## src/hw/rtl/seven_segment_frame_builder_macros.svh

```systemverilog
// Assertion macros used by the frame builder sequencer, ssfb_seq.
// Each use expands to one named concurrent assertion clocked on the rising edge.
// Depends on nothing.
`ifndef SEVEN_SEGMENT_FRAME_BUILDER_MACROS_SVH
`define SEVEN_SEGMENT_FRAME_BUILDER_MACROS_SVH

// The consequent must hold in the same cycle as the antecedent.
`define SSFB_ASSERT_IMP(label, clk, rst_n, ante, cons, msg) \
  label: assert property (@(posedge clk) disable iff (!rst_n) (ante) |-> (cons)) \
    else $error(msg);

// The consequent must hold in the cycle after the antecedent.
`define SSFB_ASSERT_NEXT(label, clk, rst_n, ante, cons, msg) \
  label: assert property (@(posedge clk) disable iff (!rst_n) (ante) |=> (cons)) \
    else $error(msg);

`endif

```

## src/hw/rtl/ssfb_pkg.sv

```systemverilog
// Package for the seven-segment frame builder: types, bus command bytes,
// reciprocal constants, the glyph table and the symbol sequence function.
// Depends on nothing.
package ssfb_pkg;

  typedef enum logic [1:0] {
    KIND_START = 2'd0,
    KIND_BYTE  = 2'd1,
    KIND_STOP  = 2'd2
  } kind_t;

  typedef struct packed {
    kind_t      kind;
    logic [7:0] data;
  } sym_t;

  // One display update, ready for the sequencer: mode and four digit bytes, units first.
  typedef struct packed {
    logic            mode;
    logic [3:0][7:0] codes;
  } frame_t;

  localparam logic [13:0] NUMBER_MAX     = 14'd9999;
  localparam logic [7:0]  CMD_AUTO_INC   = 8'h40;
  localparam logic [7:0]  CMD_FIXED_ADDR = 8'h40 + 8'h04;
  localparam logic [7:0]  CMD_ADDR_BASE  = 8'hC0;
  localparam logic [7:0]  CMD_DISPLAY_ON = 8'h80 + 8'h0f;
  localparam logic [7:0]  COLON_BIT      = 8'h80;
  localparam logic [7:0]  BLANK_CODE     = 8'h00;

  // Scaled reciprocals, exact for every value up to NUMBER_MAX.
  localparam logic [12:0] RECIP_10   = 13'd6554;  // shift 16
  localparam logic [12:0] RECIP_100  = 13'd5243;  // shift 19
  localparam logic [13:0] RECIP_1000 = 14'd8389;  // shift 23

  localparam logic [3:0] M0_LAST_STEP = 4'd12;
  localparam logic [3:0] M1_LAST_STEP = 4'd9;
  localparam logic [1:0] LAST_POS     = 2'd3;

  function automatic logic [7:0] seg_code(input logic [3:0] digit);
    logic [7:0] code;
    unique case (digit)
      4'd0:    code = 8'h3f;
      4'd1:    code = 8'h06;
      4'd2:    code = 8'h5b;
      4'd3:    code = 8'h4f;
      4'd4:    code = 8'h66;
      4'd5:    code = 8'h6d;
      4'd6:    code = 8'h7d;
      4'd7:    code = 8'h07;
      4'd8:    code = 8'h7f;
      4'd9:    code = 8'h6f;
      default: code = BLANK_CODE;
    endcase
    return code;
  endfunction

  // Symbol at a given step of a run. Mode 0 is one 13-step run; mode 1 is
  // a 10-step run repeated for each digit position.
  function automatic sym_t ssfb_symbol(input logic mode, input logic [1:0] pos,
                                       input logic [3:0] step,
                                       input logic [3:0][7:0] codes);
    sym_t       s;
    logic [3:0] idx;
    idx    = step - 4'd5;
    s.kind = KIND_START;
    s.data = 8'h00;
    if (!mode) begin
      unique case (step)
        4'd0, 4'd3, 4'd10: s.kind = KIND_START;
        4'd2, 4'd9, 4'd12: s.kind = KIND_STOP;
        4'd1: begin
          s.kind = KIND_BYTE;
          s.data = CMD_AUTO_INC;
        end
        4'd4: begin
          s.kind = KIND_BYTE;
          s.data = CMD_ADDR_BASE;
        end
        4'd5, 4'd6, 4'd7, 4'd8: begin
          s.kind = KIND_BYTE;
          s.data = codes[idx[1:0]];
        end
        4'd11: begin
          s.kind = KIND_BYTE;
          s.data = CMD_DISPLAY_ON;
        end
        default: s.kind = KIND_START;
      endcase
    end else begin
      unique case (step)
        4'd0, 4'd3, 4'd7: s.kind = KIND_START;
        4'd2, 4'd6, 4'd9: s.kind = KIND_STOP;
        4'd1: begin
          s.kind = KIND_BYTE;
          s.data = CMD_FIXED_ADDR;
        end
        4'd4: begin
          s.kind = KIND_BYTE;
          s.data = CMD_ADDR_BASE | {6'b000000, pos};
        end
        4'd5: begin
          s.kind = KIND_BYTE;
          s.data = codes[pos];
        end
        4'd8: begin
          s.kind = KIND_BYTE;
          s.data = CMD_DISPLAY_ON;
        end
        default: s.kind = KIND_START;
      endcase
    end
    return s;
  endfunction

endpackage

```

## src/hw/rtl/ssfb_if.sv

```systemverilog
// Valid/ready channel interfaces of the frame builder: the number request
// channel and the bus symbol channel. Depends on nothing.
interface ssfb_in_if;
  logic        valid;
  logic        ready;
  logic        mode;
  logic [13:0] number;
  logic        colon;

  modport source(output valid, mode, number, colon, input ready);
  modport sink(input valid, mode, number, colon, output ready);
endinterface

interface ssfb_out_if;
  logic       valid;
  logic       ready;
  logic [1:0] symbol_kind;
  logic [7:0] data_byte;
  logic       last_of_run;

  modport source(output valid, symbol_kind, data_byte, last_of_run, input ready);
  modport sink(input valid, symbol_kind, data_byte, last_of_run, output ready);
endinterface

```

## src/hw/rtl/ssfb_digits.sv

```systemverilog
// Number-to-glyph pipeline: saturate, split into decimal digits with
// reciprocal multiplies, map to segment codes. Uses ssfb_pkg and ssfb_in_if.
module ssfb_digits
  import ssfb_pkg::*;
(
  input  logic          clk,
  input  logic          rst_n,
  ssfb_in_if.sink       in_ch,
  output logic          frame_valid,
  input  logic          frame_ready,
  output frame_t        frame
);

  // Stage A: accepted request, number already saturated.
  logic        a_valid_r;
  logic        a_mode_r;
  logic        a_colon_r;
  logic [13:0] a_num_r;
  logic        a_ready;

  // Stage B: quotients by 10, 100 and 1000.
  logic        b_valid_r;
  logic        b_mode_r;
  logic        b_colon_r;
  logic [13:0] b_num_r;
  logic [9:0]  b_q1_r;
  logic [6:0]  b_q2_r;
  logic [3:0]  b_q3_r;
  logic        b_ready;

  logic        f_valid_r;
  frame_t      f_r;
  frame_t      f_nxt;
  logic        f_ready;

  logic [26:0] prod1;
  logic [26:0] prod2;
  logic [26:0] prod3;
  logic [13:0] units;
  logic [9:0]  tens;
  logic [6:0]  hundreds;
  logic [3:0][3:0] digit;
  logic [3:0]  shown;
  logic [7:0]  code;

  assign f_ready     = !f_valid_r || frame_ready;
  assign b_ready     = !b_valid_r || f_ready;
  assign a_ready     = !a_valid_r || b_ready;
  assign in_ch.ready = a_ready;

  always_ff @(posedge clk) begin
    if (!rst_n) begin
      a_valid_r <= 1'b0;
    end else if (a_ready) begin
      a_valid_r <= in_ch.valid;
    end
  end

  always_ff @(posedge clk) begin
    if (a_ready && in_ch.valid) begin
      a_mode_r  <= in_ch.mode;
      a_colon_r <= in_ch.colon;
      a_num_r   <= (in_ch.number > NUMBER_MAX) ? NUMBER_MAX : in_ch.number;
    end
  end

  assign prod1 = 27'(a_num_r) * 27'(RECIP_10);
  assign prod2 = 27'(a_num_r) * 27'(RECIP_100);
  assign prod3 = 27'(a_num_r) * 27'(RECIP_1000);

  always_ff @(posedge clk) begin
    if (!rst_n) begin
      b_valid_r <= 1'b0;
    end else if (b_ready) begin
      b_valid_r <= a_valid_r;
    end
  end

  always_ff @(posedge clk) begin
    if (b_ready && a_valid_r) begin
      b_mode_r  <= a_mode_r;
      b_colon_r <= a_colon_r;
      b_num_r   <= a_num_r;
      b_q1_r    <= prod1[25:16];
      b_q2_r    <= prod2[25:19];
      b_q3_r    <= prod3[26:23];
    end
  end

  // Remainders: each digit is a quotient minus ten times the next quotient.
  assign units    = b_num_r - (14'({b_q1_r, 3'b000}) + 14'({b_q1_r, 1'b0}));
  assign tens     = b_q1_r - (10'({b_q2_r, 3'b000}) + 10'({b_q2_r, 1'b0}));
  assign hundreds = b_q2_r - (7'({b_q3_r, 3'b000}) + 7'({b_q3_r, 1'b0}));

  assign digit[0] = units[3:0];
  assign digit[1] = tens[3:0];
  assign digit[2] = hundreds[3:0];
  assign digit[3] = b_q3_r;

  // A position is significant when the number reaches its power of ten.
  assign shown[0] = (b_num_r != 14'd0);
  assign shown[1] = (b_q1_r != 10'd0);
  assign shown[2] = (b_q2_r != 7'd0);
  assign shown[3] = (b_q3_r != 4'd0);

  always_comb begin
    f_nxt      = '0;
    f_nxt.mode = b_mode_r;
    code       = 8'h00;
    for (int i = 0; i < 4; i++) begin
      code = seg_code(digit[i]);
      if (b_mode_r) begin
        f_nxt.codes[i] = shown[i] ? code : BLANK_CODE;
      end else if (i == 2 && b_colon_r) begin
        f_nxt.codes[i] = code | COLON_BIT;
      end else begin
        f_nxt.codes[i] = code;
      end
    end
  end

  always_ff @(posedge clk) begin
    if (!rst_n) begin
      f_valid_r <= 1'b0;
    end else if (f_ready) begin
      f_valid_r <= b_valid_r;
    end
  end

  always_ff @(posedge clk) begin
    if (f_ready && b_valid_r) begin
      f_r <= f_nxt;
    end
  end

  assign frame_valid = f_valid_r;
  assign frame       = f_r;

endmodule

```

## src/hw/rtl/ssfb_seq.sv

```systemverilog
// Symbol sequencer: walks one frame's bus run into the output register, one
// symbol per cycle while out_ch is ready. Uses ssfb_pkg, ssfb_out_if, the macro header.
`include "seven_segment_frame_builder_macros.svh"

module ssfb_seq
  import ssfb_pkg::*;
(
  input  logic          clk,
  input  logic          rst_n,
  input  logic          frame_valid,
  output logic          frame_ready,
  input  frame_t        frame,
  ssfb_out_if.source    out_ch
);

  logic            busy_r;
  logic            mode_r;
  logic [3:0][7:0] codes_r;
  logic [1:0]      pos_r;
  logic [3:0]      step_r;

  logic            out_valid_r;
  logic [1:0]      out_kind_r;
  logic [7:0]      out_byte_r;
  logic            out_last_r;

  logic            out_space;
  logic            emit;
  logic            step_end;
  logic            sym_last;
  logic            frame_take;
  sym_t            sym;

  assign out_space  = !out_valid_r || out_ch.ready;
  assign emit       = busy_r && out_space;
  assign step_end   = mode_r ? (step_r == M1_LAST_STEP) : (step_r == M0_LAST_STEP);
  assign sym_last   = step_end && (!mode_r || pos_r == LAST_POS);
  assign frame_ready = !busy_r || (emit && sym_last);
  assign frame_take = frame_valid && frame_ready;
  assign sym        = ssfb_symbol(mode_r, pos_r, step_r, codes_r);

  always_ff @(posedge clk) begin
    if (!rst_n) begin
      busy_r <= 1'b0;
      pos_r  <= 2'd0;
      step_r <= 4'd0;
    end else if (frame_take) begin
      busy_r <= 1'b1;
      pos_r  <= 2'd0;
      step_r <= 4'd0;
    end else if (emit) begin
      if (sym_last) begin
        busy_r <= 1'b0;
      end else if (step_end) begin
        pos_r  <= pos_r + 2'd1;
        step_r <= 4'd0;
      end else begin
        step_r <= step_r + 4'd1;
      end
    end
  end

  always_ff @(posedge clk) begin
    if (frame_take) begin
      mode_r  <= frame.mode;
      codes_r <= frame.codes;
    end
  end

  always_ff @(posedge clk) begin
    if (!rst_n) begin
      out_valid_r <= 1'b0;
    end else if (emit) begin
      out_valid_r <= 1'b1;
    end else if (out_ch.ready) begin
      out_valid_r <= 1'b0;
    end
  end

  always_ff @(posedge clk) begin
    if (emit) begin
      out_kind_r <= sym.kind;
      out_byte_r <= sym.data;
      out_last_r <= sym_last;
    end
  end

  assign out_ch.valid       = out_valid_r;
  assign out_ch.symbol_kind = out_kind_r;
  assign out_ch.data_byte   = out_byte_r;
  assign out_ch.last_of_run = out_last_r;

  `SSFB_ASSERT_IMP(a_last_is_stop, clk, rst_n, out_valid_r && out_last_r, out_kind_r == KIND_STOP, "run ends on a symbol other than stop")
  `SSFB_ASSERT_IMP(a_step_bound, clk, rst_n, busy_r && mode_r, step_r <= M1_LAST_STEP, "per-digit run step out of range")
  `SSFB_ASSERT_NEXT(a_frame_started, clk, rst_n, frame_take, busy_r && step_r == 4'd0 && pos_r == 2'd0, "accepted frame did not start a run")
  `SSFB_ASSERT_NEXT(a_run_closed, clk, rst_n, emit && sym_last && !frame_valid, !busy_r, "sequencer stayed busy after the last symbol")

endmodule

```

## src/hw/rtl/seven_segment_frame_builder.sv

```systemverilog
// Each request on in_ch (mode, number, colon) produces one run of bus symbols on
// out_ch: 13 symbols in mode 0 (auto-increment frame, colon if requested) and 40
// in mode 1 (one fixed-address frame per digit, leading zeros blank). Numbers
// above 9999 show as 9999. The output register delivers one symbol per cycle
// while out_ch is ready; the next request, if already decoded, is started in the
// cycle after the previous run's last symbol, with no gap. After its request is
// accepted, the first symbol of a run passes the input, quotient and glyph
// registers and then the sequencer's output register.
// The block holds no state that needs initializing beyond reset.
module seven_segment_frame_builder
  import ssfb_pkg::*;
(
  input  logic       clk,
  input  logic       rst_n,
  ssfb_in_if.sink    in_ch,
  ssfb_out_if.source out_ch
);

  logic   frame_valid;
  logic   frame_ready;
  frame_t frame;

  ssfb_digits u_digits (
    .clk         (clk),
    .rst_n       (rst_n),
    .in_ch       (in_ch),
    .frame_valid (frame_valid),
    .frame_ready (frame_ready),
    .frame       (frame)
  );

  ssfb_seq u_seq (
    .clk         (clk),
    .rst_n       (rst_n),
    .frame_valid (frame_valid),
    .frame_ready (frame_ready),
    .frame       (frame),
    .out_ch      (out_ch)
  );

endmodule

```

## src/flat_wrapper.sv

```systemverilog
// flat-port wrapper written by rule: the top's interface ports become plain ports
module seven_segment_frame_builder_flat import ssfb_pkg::*;
  (clk, rst_n, in_ch_valid, in_ch_mode, in_ch_number, in_ch_colon, in_ch_ready, out_ch_valid, out_ch_symbol_kind, out_ch_data_byte, out_ch_last_of_run, out_ch_ready);
  ssfb_in_if in_ch_i ();
  ssfb_out_if out_ch_i ();
  input  logic clk;
  input  logic rst_n;
  input wire logic [$bits(in_ch_i.valid)-1:0] in_ch_valid;
  input wire logic [$bits(in_ch_i.mode)-1:0] in_ch_mode;
  input wire logic [$bits(in_ch_i.number)-1:0] in_ch_number;
  input wire logic [$bits(in_ch_i.colon)-1:0] in_ch_colon;
  output wire logic [$bits(in_ch_i.ready)-1:0] in_ch_ready;
  output wire logic [$bits(out_ch_i.valid)-1:0] out_ch_valid;
  output wire logic [$bits(out_ch_i.symbol_kind)-1:0] out_ch_symbol_kind;
  output wire logic [$bits(out_ch_i.data_byte)-1:0] out_ch_data_byte;
  output wire logic [$bits(out_ch_i.last_of_run)-1:0] out_ch_last_of_run;
  input wire logic [$bits(out_ch_i.ready)-1:0] out_ch_ready;
  assign in_ch_i.valid = in_ch_valid;
  assign in_ch_i.mode = in_ch_mode;
  assign in_ch_i.number = in_ch_number;
  assign in_ch_i.colon = in_ch_colon;
  assign in_ch_ready = in_ch_i.ready;
  assign out_ch_valid = out_ch_i.valid;
  assign out_ch_symbol_kind = out_ch_i.symbol_kind;
  assign out_ch_data_byte = out_ch_i.data_byte;
  assign out_ch_last_of_run = out_ch_i.last_of_run;
  assign out_ch_i.ready = out_ch_ready;
  seven_segment_frame_builder u_core (.clk(clk), .rst_n(rst_n), .in_ch(in_ch_i), .out_ch(out_ch_i));
endmodule
```

## config.mk

```make
export PLATFORM = sky130hd
export DESIGN_NAME = seven_segment_frame_builder_flat
export DESIGN_NICKNAME = d
export VERILOG_FILES = /design/src/hw/rtl/ssfb_pkg.sv /design/src/hw/rtl/ssfb_if.sv /design/src/hw/rtl/ssfb_digits.sv /design/src/hw/rtl/ssfb_seq.sv /design/src/hw/rtl/seven_segment_frame_builder.sv /design/src/flat_wrapper.sv
export VERILOG_INCLUDE_DIRS = /design/src /design/src/hw/rtl
export SDC_FILE = /design/constraint.sdc
export NUM_CORES = 1
export LEC_CHECK = 0
export BUFFER_PORTS_ARGS = -buffer_cell sky130_fd_sc_hd__buf_2
export CORE_UTILIZATION = 40
export DETAILED_ROUTE_END_ITERATION = 12
export HOLD_SLACK_MARGIN = 0.02
export PLACE_DENSITY = 0.56
export SYNTH_ARGS = -nofsm -noshare
export SYNTH_HDL_FRONTEND = slang
export SYNTH_HIERARCHICAL = 1
export SYNTH_SLANG_ARGS = --single-unit
```

## constraint.sdc

```tcl
create_clock -name clk -period 17.4 [get_ports clk]
set_input_delay 2.61 -clock clk [delete_from_list [all_inputs] [get_ports clk]]
set_output_delay 2.61 -clock clk [all_outputs]
set_load 0.01 [all_outputs]
```

==> results of run 1 <==
==> synth_stat cells, drive strengths merged, types with 4 or more instances <==
library cell | count | share of area (%)
a21oi | 55 | 1.9
nor2b | 22 | 0.99
xnor2 | 37 | 2.2
dfxtp | 18 | 2.5
and2 | 11 | 0.47
o211ai | 6 | 0.37
mux4 | 16 | 2.5
inv | 308 | 7.9
clkbuf | 15 | 0.38
fa | 130 | 18
o21a | 8 | 0.41
buf | 9 | 0.39
a31oi | 10 | 0.43
and3 | 4 | 0.17
a221oi | 4 | 0.24
nand2 | 66 | 1.7
nand2b | 12 | 0.51
xor2 | 13 | 0.77
nor2 | 36 | 0.92
nor4 | 8 | 0.38
edfxtp | 127 | 26
nand3 | 26 | 0.95
ha | 277 | 24
mux2i | 7 | 0.48
nand4 | 9 | 0.38
nor3 | 10 | 0.34
o21ai | 47 | 1.6
or2 | 7 | 0.30
o31ai | 4 | 0.20
a211o | 4 | 0.24
a21o | 15 | 0.77
==> flip-flops by register name, indices dropped and copies added (netlist names), 7 cells and up <==
register                       cells
u_core/u_seq/codes_r              32
u_core/u_digits/frame             30
u_core/u_digits/a_num_r           14
u_core/u_digits/b_num_r           14
u_core/u_digits/b_q1_r            10
u_core/u_seq/out_ch.data_byte      8
u_core/u_digits/b_q2_r             7
u_core/u_digits/code               7
==> cell usage in the layout (no fill, tap or decap), types with 11 or more instances in the layout <==
master	count
buf_2	32
nand3_1	24
clkbuf_16	18
a21oi_1	55
fa_1	130
mux4_2	16
nor2b_1	20
xnor2_1	37
dfxtp_1	18
nand2b_1	12
inv_1	308
o21ai_0	44
xor2_1	13
edfxtp_1	127
nor2_1	36
and2_1	11
nand2_1	65
a21o_1	14
ha_1	277
==> cell type report <==
cell class / instances / area share (%)
inverters: 308 / 7.22
multi-input cells: 890 / 58.0
repair buffers: 42 / 1.47
flip-flops and latches: 145 / 26.1
clock inverters: 12 / 0.758
clock buffers: 20 / 2.86
well taps: 461 / 3.60
==> worst max-delay path by stage <==
| stage | to | slack, ns | cells after the start |
|---|---|---|---|
| 2_1_floorplan | in_ch_ready | 11.42 | 4 |
| 3_3_place_gp | in_ch_ready | 11.13 | 6 |
| 3_5_place_dp | in_ch_ready | 11.10 | 6 |
| 4_1_cts | in_ch_ready | 11.10 | 6 |
| 5_1_grt | u_core/u_digits/code[3]$_DFF_P_ | 10.80 | 19 |
| 6_report | in_ch_ready | 11.09 | 6 |
==> routing by layer <==
metal | track usage, % | share of wire [%] | vias up | routed length [um]
met5 | 0 | 0 | - | 0
met4 | 4.21 | 1.5 | 0 | 431
met3 | 2.44 | 2.5 | 23 | 746
met2 | 28.4 | 48 | 127 | 14300
met1 | 22.4 | 48 | 4482 | 14100
li1 | - | - | 4642 | -
==> power breakdown <==
group	total (W)	internal [W]	switching, W
registers	0.000535	0.000505	0.0000301
clock network	0.000359	0.000208	0.000151
logic	0.00176	0.000766	0.000994
==> through the flow <==
step / setup WS, ns / cells
after floorplan: 11.42 / 1367
after global placement: 11.13 / 1846
after detailed placement: 11.10 / 1846
after CTS: 11.10 / 1878
after global routing: 10.80 / 1878
final: 11.09 / 1878
==> kinds of logic after synthesis <==
group,synth area share (%)
xor gates and xnor gates,2.98
adders and majority gates,41.3
AOI/OAI and AO/OA,7.55
buffers and inverters,8.63
and+or+nand+nor,8.10
muxes,3.08
DFF,28.4
other,0.0255
==> results.md, run 1 <==
* Worst EP arrival at 3.70 ns
* Startpoint types: input port
* Fmax at 0.159 GHz
* Setup TNS at 0 ns
* Initial antenna violation count at 0
* Pwr Density at 166 nW/um^2
* Layout area overhead at 8.80%
* WP buf/inv at 2
* Max_cap viols at 0
* R2r setup slk at 11.20 ns
* Slowest cell on the critical path: and2b_1
* Post-synthesis cell type count at 68
* Fill count at 3424
* Synth warn at 6
* Syn Area/Cell at 10.8 um^2
* Outcome: finished clean
* Synth Flop Type: edfxtp_1
* Worst Reg-to-Reg Cells at 19
* Synthesized area at 14700 um^2
* Syn Inst Count at 1365
* Clock period minus worst slack at 6.31 ns
* Worst vdd ir at 0.000102 V
* Drt drc at 0
* Cells on Worst Hold Path at 0
* Total Wirelength at 29600 um
* WL per Instance at 15.7 um
* Placement Cell Area at 15400 um^2
* H-tree levels at 4
* Tcrit/Tclk final at 36.3%
* RSZ-0062 raised after global routing: no
* Post-route antenna net violation count at 0
* Initial DRC count at 453
* PostCTS Resize Cnt at 0
* Largest net degree at the start of global routing at 47
* Reg2reg end: u_core/u_digits/code[3]$_DFF_P_
* Critical Path Sink Type: output pin
* Final net count at 1831
* LEAKAGE at 7.63 nW
* Total GRT Usage at 16.7%
* Worst hold path type: reg -> reg
* Postcts setup bufs at 0
* Grt ovf at 0
* Die height at 194 um
* Vias in the first global route at 9509
* Most frequent cell on the critical path: buf_2
* FF-to-FF Start: u_core/u_digits/a_num_r[5]$_SDFFCE_PN0P_
* Sequential area share after synthesis at 28.4%
* Hold Fails Final Rpt at 0
* Die Footprint at 37500 um^2
* Cell Rows at 69
* Final Max Tran Viols at 0
* GP Congestion at 0.832
* Starting Density at 41.0%
* Footprint of the multi-input gates at 9280 um^2
* Clock Skews at 0.0204 ns
* Maximum fanout along the worst path at 6
* Total number of vias at 9274
* Post-DP HPWL at 24300 um
* PortBufs at 32
* Crit path from: out_ch_ready
* Top delay family on crit path: simple AND/OR/NAND/NOR gates
* Skew-Pair Late Insertion Delay at 0.43 ns
* Die W at 194 um
* # IOs at 33
* CTS tree: built
* Finished layout cell area at 16000 um^2
* Crit path required time at 14.79 ns
* Hold Startpoint: u_core/u_digits/frame[19]$_DFFE_PP_
* Worst-path clk slew at 0.06 ns
* Std-Cell Core Area at 35900 um^2
* Critical path's largest stage delay at 0.32 ns
* FF+latch count, synth at 145
* Post-CTS Hold Buffers at 0
* Slew margin rel. at 21.0%
* Via-to-Cell Ratio at 4.94
* Power, Total at 0.00265 W
* Tightest Pin Transition at 1.18 ns
* Reg area at 4170 um^2
* Total CTS buffers at 17
* Hold WS at 0.412 ns
* WS Path Type: in -> out
* Clock sink count at 145
* Clk Tree Root Cell: clkbuf_16
* Pre-antenna DRT Iters at 5
* Clock Path Buffers at 2
* Hold worst-path end: u_core/u_seq/codes_r[19]$_DFFE_PP_
* Crit-path cells: buf_2 > nand2b_1 > a21o_1 > and2b_1 > nand3_1 > buf_2
* Synth async-reset ratio at 0%
* EDFF count, synth at 127
* First-pass GRT wire length at 49300 um
* Setup-failing EPs final at 0
* Post-layout util at 44.6%
* Share of cells above drive strength 1 at 7.34%
* Diode count at 0
Power figures use the tool's default switching activity.
==> run 2, diff against run 1 <==
PLACE_DENSITY = 0.58   (was 0.56)
clock period = 5.55 ns   (was 17.4 ns; I/O delays follow)
==> results.md, run 2 (same netlist as run 1, synthesis figures left out) <==
* Outcome: finished clean (unchanged)
* FF-to-FF Start: u_core/u_digits/a_num_r[5]$_SDFFCE_PN0P_ (unchanged)
* Slew margin rel. at 25.0% (was 21.0%)
* PortBufs at 32 (unchanged)
* Fmax at 0.188 GHz
* H-tree levels at 4 (unchanged)
* First-pass GRT wire length at 49700 um (was 49300 um)
* Die Footprint at 37500 um^2 (unchanged)
* Critical Path Sink Type: register (was output pin)
* Largest net degree at the start of global routing at 34 (was 47)
* Layout area overhead at 11.4% (was 8.80%)
* Clock sink count at 145 (unchanged)
* Die height at 194 um (unchanged)
* Total CTS buffers at 17 (unchanged)
* Clock period minus worst slack at 5.33 ns
* Vias in the first global route at 9675 (was 9509)
* LEAKAGE at 7.80 nW (was 7.63 nW)
* Tightest Pin Transition at 1.12 ns (was 1.18 ns)
* Crit path required time at 5.90 ns (was 14.79 ns)
* # IOs at 33 (unchanged)
* Diode count at 0 (unchanged)
* GP Congestion at 0.900 (was 0.832)
* Tcrit/Tclk final at 96.1%
* Cell Rows at 69 (unchanged)
* Worst vdd ir at 0.000339 V (was 0.000102 V)
* Total number of vias at 9399 (was 9274)
* Die W at 194 um (unchanged)
* Clock Path Buffers at 2 (unchanged)
* Max_cap viols at 0 (unchanged)
* Post-layout util at 45.6% (was 44.6%)
* Grt ovf at 0 (unchanged)
* Share of cells above drive strength 1 at 10.6% (was 7.34%)
* Hold Fails Final Rpt at 0 (unchanged)
* Top reg by flops: u_core/u_seq/codes_r (unchanged)
* WL per Instance at 15.6 um (was 15.7 um)
* Worst-path clk slew at 0.06 ns (about the same)
* Startpoint types: register (was input port)
* Post-route antenna net violation count at 0 (unchanged)
* Starting Density at 41.0% (unchanged)
* Hold WS at 0.418 ns (was 0.412 ns)
* Clock Skews at 0.0172 ns (was 0.0204 ns)
* Final net count at 1868 (was 1831)
* Drt drc at 0 (unchanged)
* Skew-Pair Late Insertion Delay at 0.43 ns (about the same)
* Initial DRC count at 369 (was 453)
* Total Wirelength at 29800 um (was 29600 um)
* Setup-failing EPs final at 0 (unchanged)
* Initial antenna violation count at 0 (unchanged)
* Crit path from: u_core/u_digits/a_num_r[5]$_SDFFCE_PN0P_ (was out_ch_ready)
* Clk Tree Root Cell: clkbuf_16 (unchanged)
* Final Max Tran Viols at 0 (unchanged)
* CTS tree: built (unchanged)
* Pre-antenna DRT Iters at 4 (was 5)
* Worst hold path type: reg -> reg (unchanged)
* WS Path Type: reg -> reg (was in -> out)
* Max FFs per register at 32 (unchanged)
* Maximum fanout along the worst path at 5 (was 6)
* Std-Cell Core Area at 35900 um^2 (unchanged)
* Post-DP HPWL at 25200 um (was 24300 um)
* Pwr Density at 513 nW/um^2 (was 166 nW/um^2)
* Commonest non-fill, non-tap cell in the layout: inv_1 (unchanged)
* Via-to-Cell Ratio at 4.91 (was 4.94)
* Most frequent cells in the layout: inv_1 (308), ha_1 (269), fa_1 (130), edfxtp_1 (127), nand2_1 (65) (was inv_1 (308), ha_1 (277), fa_1 (130), edfxtp_1 (127), nand2_1 (65))
* Worst EP arrival at 5.68 ns (was 3.70 ns)
* Total GRT Usage at 16.9% (was 16.7%)
* Hold Startpoint: u_core/u_digits/frame[2]$_DFFE_PP_ (was u_core/u_digits/frame[19]$_DFFE_PP_)
[run 2: area by class of cell]
class	count	area, um^2
multi-input combinational	890	9390
tap	461	577
sequential	145	4170
clock inverter	15	129
timing repair buffer	79	529
fill	3399	19500
clock buffer	17	425
inverter	308	1160
[run 2: final timing paths]
| path | to | slack [ns] | depth (start not counted) |
|---|---|---|---|
| setup / recovery | u_core/u_digits/code[3]$_DFF_P_ | 0.22 | 19 |
| hold / removal | u_core/u_seq/codes_r[2]$_DFFE_PP_ | 0.42 | 0 |
| setup reg to reg | u_core/u_digits/code[3]$_DFF_P_ | 0.22 | 19 |
| hold reg to reg | u_core/u_seq/codes_r[2]$_DFFE_PP_ | 0.42 | 0 |
[run 2: report_power, final]
part,leakage [nW],internal [W],switching [W]
clock,0.267,0.000584,0.000497
combinational,6.20,0.00247,0.00318
sequential,1.33,0.00158,0.0000758
[run 2: worst max-delay path, stage by stage (launching register included)]
cell	delay, ns
edfxtp_1	0.53
ha_1	0.31
xor2_1	0.27
ha_1	0.29
ha_1	0.30
fa_1	0.54
inv_1	0.05
fa_1	0.49
inv_1	0.04
ha_1	0.33
nand4_1	0.13
or2_1	0.12
a211oi_1	0.05
o31a_1	0.38
or2_1	0.27
a221oi_2	0.30
inv_1	0.11
ha_1	0.32
mux2_1	0.28
o21ai_0	0.13
[run 2: timing repair]
action                                  4_1_cts  5_1_grt
endpoints found under the setup margin        0        7
hold endpoints to repair                      0        0
gates resized for setup                       0       14
buffers inserted                              0       15
hold buffers                                  0        0
[run 2: per-layer routing]
metal  vias up  global-route usage (%)  wire length [um]
li1       4731                       -                 -
met1      4519                    21.6             13900
met2       116                    29.3             14700
met3        33                    2.33               592
met4         0                    5.54               680
met5         -                       0                 0
[run 2: metrics by stage]
stage               power (W)  worst slack, ns    TNS, ns  instances  instance area [um^2]
finish                0.00840            0.219          0       1915                 16400
global route          0.00948        -0.000928  -0.000928       1915                 16400
CTS                   0.00845            0.126          0       1900                 16200
detailed placement    0.00729            0.180          0       1868                 15600
global placement      0.00721            0.244          0       1868                 15600
floorplan             0.00603           0.0488          0       1367                 14700
